File: src/hw/rtl/pfr_pkg.sv
`default_nettype none
// ----------------------------------------------------------------------------
// Page framebuffer refresh package
// Shared types, codes, constants and a helper function of the block.
// ----------------------------------------------------------------------------
package pfr_pkg;

  localparam int unsigned COLUMNS_DEFAULT = 128;
  localparam int unsigned PAGES_DEFAULT   = 8;

  localparam logic [7:0] CMD_PAGE_BASE   = 8'hB0;
  localparam logic [7:0] CMD_COL_LO_MASK = 8'h0F;
  localparam logic [7:0] CMD_COL_HI_BASE = 8'h10;
  localparam logic [7:0] PIXEL_BIT_TOP   = 8'h80;
  localparam logic [7:0] BYTE_ZERO       = 8'h00;

  typedef enum logic [1:0] {
    OP_SET   = 2'd0,
    OP_CLEAR = 2'd1,
    OP_START = 2'd2,
    OP_TICK  = 2'd3
  } op_e;

  typedef enum logic [1:0] {
    PH_CMD_PAGE   = 2'd0,
    PH_CMD_COL_LO = 2'd1,
    PH_CMD_COL_HI = 2'd2,
    PH_DATA       = 2'd3
  } phase_e;

  typedef enum logic [2:0] {
    ST_CLEAR,
    ST_IDLE,
    ST_PIX_WR,
    ST_TICK_RD,
    ST_TICK_OUT
  } state_e;

  typedef struct packed {
    logic accept;
    logic clr_we;
    logic pix_we;
    logic rd_seq;
    logic emit;
  } ctrl_cmd_t;

  typedef struct packed {
    logic clr_last;
    logic pix_hit;
    logic tick_go;
    logic out_full;
  } ctrl_status_t;

  function automatic logic [2:0] lowest_page(input logic [7:0] mask);
    logic [2:0] page;
    page = 3'd0;
    for (int i = 7; i >= 0; i--) begin
      if (mask[i]) begin
        page = 3'(i);
      end
    end
    return page;
  endfunction

endpackage
`default_nettype wire

File: src/hw/rtl/pfr_ctrl.sv
`default_nettype none
// ----------------------------------------------------------------------------
// Page framebuffer refresh controller
// Sequences the clearing pass, pixel read-modify-write and byte emission.
// ----------------------------------------------------------------------------
module pfr_ctrl (
  input  wire logic                  clk_i,
  input  wire logic                  rst_ni,
  input  wire logic                  in_valid_i,
  output logic                       in_ready_o,
  input  wire pfr_pkg::ctrl_status_t status_i,
  output pfr_pkg::ctrl_cmd_t         cmd_o
);

  pfr_pkg::state_e state_q, state_d;

  always_comb begin
    state_d = state_q;
    case (state_q)
      pfr_pkg::ST_CLEAR: begin
        if (status_i.clr_last) begin
          state_d = pfr_pkg::ST_IDLE;
        end
      end
      pfr_pkg::ST_IDLE: begin
        if (in_valid_i && status_i.pix_hit) begin
          state_d = pfr_pkg::ST_PIX_WR;
        end else if (in_valid_i && status_i.tick_go) begin
          state_d = pfr_pkg::ST_TICK_RD;
        end
      end
      pfr_pkg::ST_PIX_WR: begin
        state_d = pfr_pkg::ST_IDLE;
      end
      pfr_pkg::ST_TICK_RD: begin
        if (!status_i.out_full) begin
          state_d = pfr_pkg::ST_TICK_OUT;
        end
      end
      pfr_pkg::ST_TICK_OUT: begin
        state_d = pfr_pkg::ST_IDLE;
      end
      default: begin
        state_d = pfr_pkg::ST_IDLE;
      end
    endcase
  end

  always_comb begin
    cmd_o      = '0;
    in_ready_o = 1'b0;
    case (state_q)
      pfr_pkg::ST_CLEAR: begin
        cmd_o.clr_we = 1'b1;
      end
      pfr_pkg::ST_IDLE: begin
        in_ready_o   = 1'b1;
        cmd_o.accept = in_valid_i;
      end
      pfr_pkg::ST_PIX_WR: begin
        cmd_o.pix_we = 1'b1;
      end
      pfr_pkg::ST_TICK_RD: begin
        cmd_o.rd_seq = 1'b1;
      end
      pfr_pkg::ST_TICK_OUT: begin
        cmd_o.rd_seq = 1'b1;
        cmd_o.emit   = 1'b1;
      end
      default: begin
        cmd_o = '0;
      end
    endcase
  end

  always_ff @(posedge clk_i or negedge rst_ni) begin
    if (!rst_ni) begin
      state_q <= pfr_pkg::ST_CLEAR;
    end else begin
      state_q <= state_d;
    end
  end

endmodule
`default_nettype wire

File: config.mk
export PLATFORM = sky130hd
export DESIGN_NAME = pfr_ctrl
export DESIGN_NICKNAME = d
export VERILOG_FILES = /design/src/hw/rtl/pfr_pkg.sv /design/src/hw/rtl/pfr_ctrl.sv
export SDC_FILE = /design/constraint.sdc
export NUM_CORES = 1
export LEC_CHECK = 0
export ABC_AREA = 1
export BUFFER_PORTS_ARGS = -buffer_cell sky130_fd_sc_hd__buf_2
export CAP_MARGIN = 40
export CORE_AREA = 2 2 39 41
export DETAILED_ROUTE_END_ITERATION = 10
export DIE_AREA = 0 0 41 43
export PLACE_DENSITY_LB_ADDON = 0.25
export SYNTH_ARGS = -nofsm -noshare
export SYNTH_HDL_FRONTEND = slang
export SYNTH_SLANG_ARGS = --single-unit
File: constraint.sdc
create_clock -name clk_i -period 1.2 [get_ports clk_i]
set_input_delay 0.24 -clock clk_i [delete_from_list [all_inputs] [get_ports clk_i]]
set_output_delay 0.24 -clock clk_i [all_outputs]
set_load 0.005 [all_outputs]
=== Word-level counts from Yosys, hierarchy flattened ===
Index checks and enable logic that the tools add are counted.

* Bits in latches: 0
* Word-level logic and storage cells: 24
* Register bits: 3
* ROM bits: 0
* Output and inout port bits: 6
* Memories kept: 0
* Memory bits (writable): 0

* Multipliers: 0
* Bitwise logic cells: 0
* Reductions and logical operators: 5
* $add $sub $neg: 0
* Magnitude comparators: 0
* Mux-type cells: 11
* Shifts and indexed selects: 0
* Eq/ne operators: 7
* Div/mod/pow operators: 0

{| class="wikitable"
|+ Operators by type and width
! cell !! count
|-
| $mux 3 || 4
|-
| $pmux 3 s3 || 1
|-
| $eq 3x2->1 const B || 2
|-
| $mux 1 || 6
|-
| $ne 2x2->1 const B || 2
|-
| $eq 3x1->1 const B || 1
|-
| $eq 3x3->1 const B || 1
|-
| $logic_not 3->1 || 1
|-
| $ne 3x3->1 const B || 1
|-
| $reduce_and 3->1 || 1
|-
| $logic_and 1x1->1 || 2
|-
| $reduce_or 2->1 || 1
|}

=== Logic depth before layout (Yosys ltp) ===
* Depth in word-level cells: 4
* Gate-level depth with buffers: 6

=== Worst setup path before layout ===
OpenSTA, ideal clock, no wires.

* Path kind: register -> output
* Start point: reg state_q[1]
* End point: out cmd_o[1] (netlist name)
* Data arrival time: 755 ps
* Path slack: 205 ps
* Stages on the path, launching flop included: 4
* Path through: dfrtp_1 > inv_1 > nand2_1 > o21ai_0

{| class="wikitable"
|+ RTL lines
! element !! RTL line !! RTL
|-
| from (decl) || pfr_ctrl.sv:15 || <nowiki>pfr_pkg::state_e state_q, state_d;</nowiki>
|-
| from (signal assigned) || pfr_ctrl.sv:78 || <nowiki>state_q <= pfr_pkg::ST_CLEAR;</nowiki>
|-
| from (signal assigned) || pfr_ctrl.sv:80 || <nowiki>state_q <= state_d;</nowiki>
|-
| to (decl) || pfr_ctrl.sv:12 || <nowiki>output pfr_pkg::ctrl_cmd_t cmd_o</nowiki>
|}

==> results.md <==
* Status: complete, but fails checks
* Failing checks: negative setup slack
* Root Driver: clkbuf_4
* Total power at 0.982 mW
* Final wirelength at 663 um
* Dpl cells at 66
* Post-route clock skew at 5.54 ps
* CTS tree: yes
* Final setup viols at 6
* Synthesized area at 224 sq um
* Peak supply drop at 0.473 mV
* Critical path peak fanout at 5
* Routed wire length per instance at 8.50 um
* Most frequent cells in the layout: 12 x buf_2, 8 x buf_4, 7 x inv_1
* Biggest regs: state_q (3)
* Mapped Nets at 44
* Placer congestion estimate at 0.712
* GRT overflow at 0
* Final Net Count at 70
* Max Freq at 766 MHz
* Worst Tran Pin Value at 149 ps
* Largest net degree at the start of global routing at 6
* Hold crit path type: input pin to flop
* Final setup margin at -106 ps
* Vias/cell at 4.14
* Layout cell share with drive strength beyond 1 at 0.565
* Initial antenna violation count at 0
* Most common cell after layout, fill and taps aside: buf_2
* Post-Synthesis Cells at 37
* Cell variety after synth at 12
* Finished Layout Cells at 78
* Worst-Skew Late Latency at 240 ps
* Residual DRC at 0
* FP Rows at 14
* GRT Util Overall at 0.0843
* IO Count at 13
* Reg with most FFs: state_q
* DP HPWL at 463 um
* Sequential area share after synthesis at 0.335
* Antenna diodes at 0
* Syn Area/Cell at 6.05 sq um
* Die width at 41 um
* Final Cycle Share at 1.09
* RSZ-0062 raised after global routing: true
* Crit path launch type: flop
* Pins Over Slew Limit at 0
* Max Cap Viol at 0
* Clk buf depth at 2
* CTS H-tree lvls at 1
* CTS Buf Count at 3
* Area of the core at 0.00138 sq mm
* Final core occ at 0.305
* Synth warn at 0
* Fin. Hold Viols at 0
* Yosys reg bits at 3
* Pwr per Cell Area at 2330 mW/mm^2
* Post-route ant nets at 0
* Vias in the first global route at 253
* Largest register FFs at 3
* Die height at 43 um
* P_leak at 0.253 nW
* Element type at the critical path end: primary output
* Via count at 323
* WP data required at 960 ps
* Die footprint at 0.00176 sq mm
* Initial Utilization at 0.162
* Port Buf Inserts at 12
* Slew Limit Headroom at 0.900
* CP arrival at 1070 ps
* Type of the worst setup path: flop to primary output
* Initial DRC count at 4
* Clock transition at path regs at 40 ps
* Post-layout minimum cycle time at 1310 ps
* Clk sink count at 3
* Area grow syn2layout at 88.3%
* First-pass GRT wire length at 917 um
* Drt first pass iters at 2
[cell families (layout without fill, tap and decap cells)]
group,count (synthesis),after routing,synth area share
AOI/OAI and AO/OA,5,5,0.128
buffers and inverters,10,35,0.168
DFF,3,3,0.335
and+or+nand+nor,19,19,0.369
[path summary, 6_finish.rpt]
check                                 start          to  slack [ps]  cells past startpoint
worst max-delay path             state_q[2]    cmd_o[1]        -110                      4
worst min-delay path            status_i[0]  state_q[2]         290                      4
worst max register to register   state_q[2]  state_q[0]          50                      6
worst min register to register   state_q[1]  state_q[2]         660                      3
max in group asynchronous            rst_ni  state_q[0]         750                      2
min in group asynchronous            rst_ni  state_q[2]         320                      2
[Yosys cell counts]
| master | number | area share |
|---|---|---|
| nor2_1 | 6 | 0.10 |
| nor2_2 | 1 | 0.028 |
| nor3_1 | 1 | 0.022 |
| a21oi_2 | 1 | 0.039 |
| o21ai_0 | 3 | 0.067 |
| nand4_1 | 2 | 0.056 |
| inv_1 | 9 | 0.15 |
| nand3_1 | 2 | 0.045 |
| nand2_1 | 7 | 0.12 |
| dfrtp_1 | 3 | 0.34 |
| a21oi_1 | 1 | 0.022 |
| inv_2 | 1 | 0.017 |
[where the power goes]
group,leakage [nW],internal [mW],switching [mW]
clock network,0.0150,0.125,0.0606
logic,0.202,0.316,0.289
registers,0.0357,0.144,0.0477
[layout make-up]
type,instances,area [sq um]
Clock buffer,4,26.3
Fill cell,159,962
Inverter,10,37.5
Multi-Input combinational cell,24,131
Sequential cell,3,76.3
Tap cell,16,20.0
Timing Repair Buffer,21,130
[through the flow]
step           hold slack, ps  instance area (sq um)  setup TNS [ps]  worst slack [ps]
5_1_grt                   307                    422            -782              -149
2_1_floorplan           -55.6                    224               0               205
3_5_place_dp             40.3                    312               0              70.3
6_report                  291                    422            -455              -106
3_3_place_gp             39.5                    312               0              92.4
4_1_cts                   284                    378            -490              -109
[per-layer routing]
layer | GRT usage | vias up | wire length [um]
met5 | 0 | - | 0
met4 | 0.100 | 0 | 10
met3 | 0.0314 | 2 | 36
met2 | 0.125 | 10 | 350
met1 | 0.0740 | 147 | 265
li1 | - | 164 | -
[critical path: stages, from the launching register on]
cell and delay, ps:
dfrtp_1 370, inv_2 80, buf_4 140, o21ai_1 110, buf_2 120
[timing repair]
action                                 CTS  global route
endpoints found under the hold margin    3             0
setup buffers                            3             4
gates resized for setup                  6             5
hold buffers                             1             0
pin swaps                                2             2
setup endpoints to repair                6             6
(Power assumes the default switching activity.)
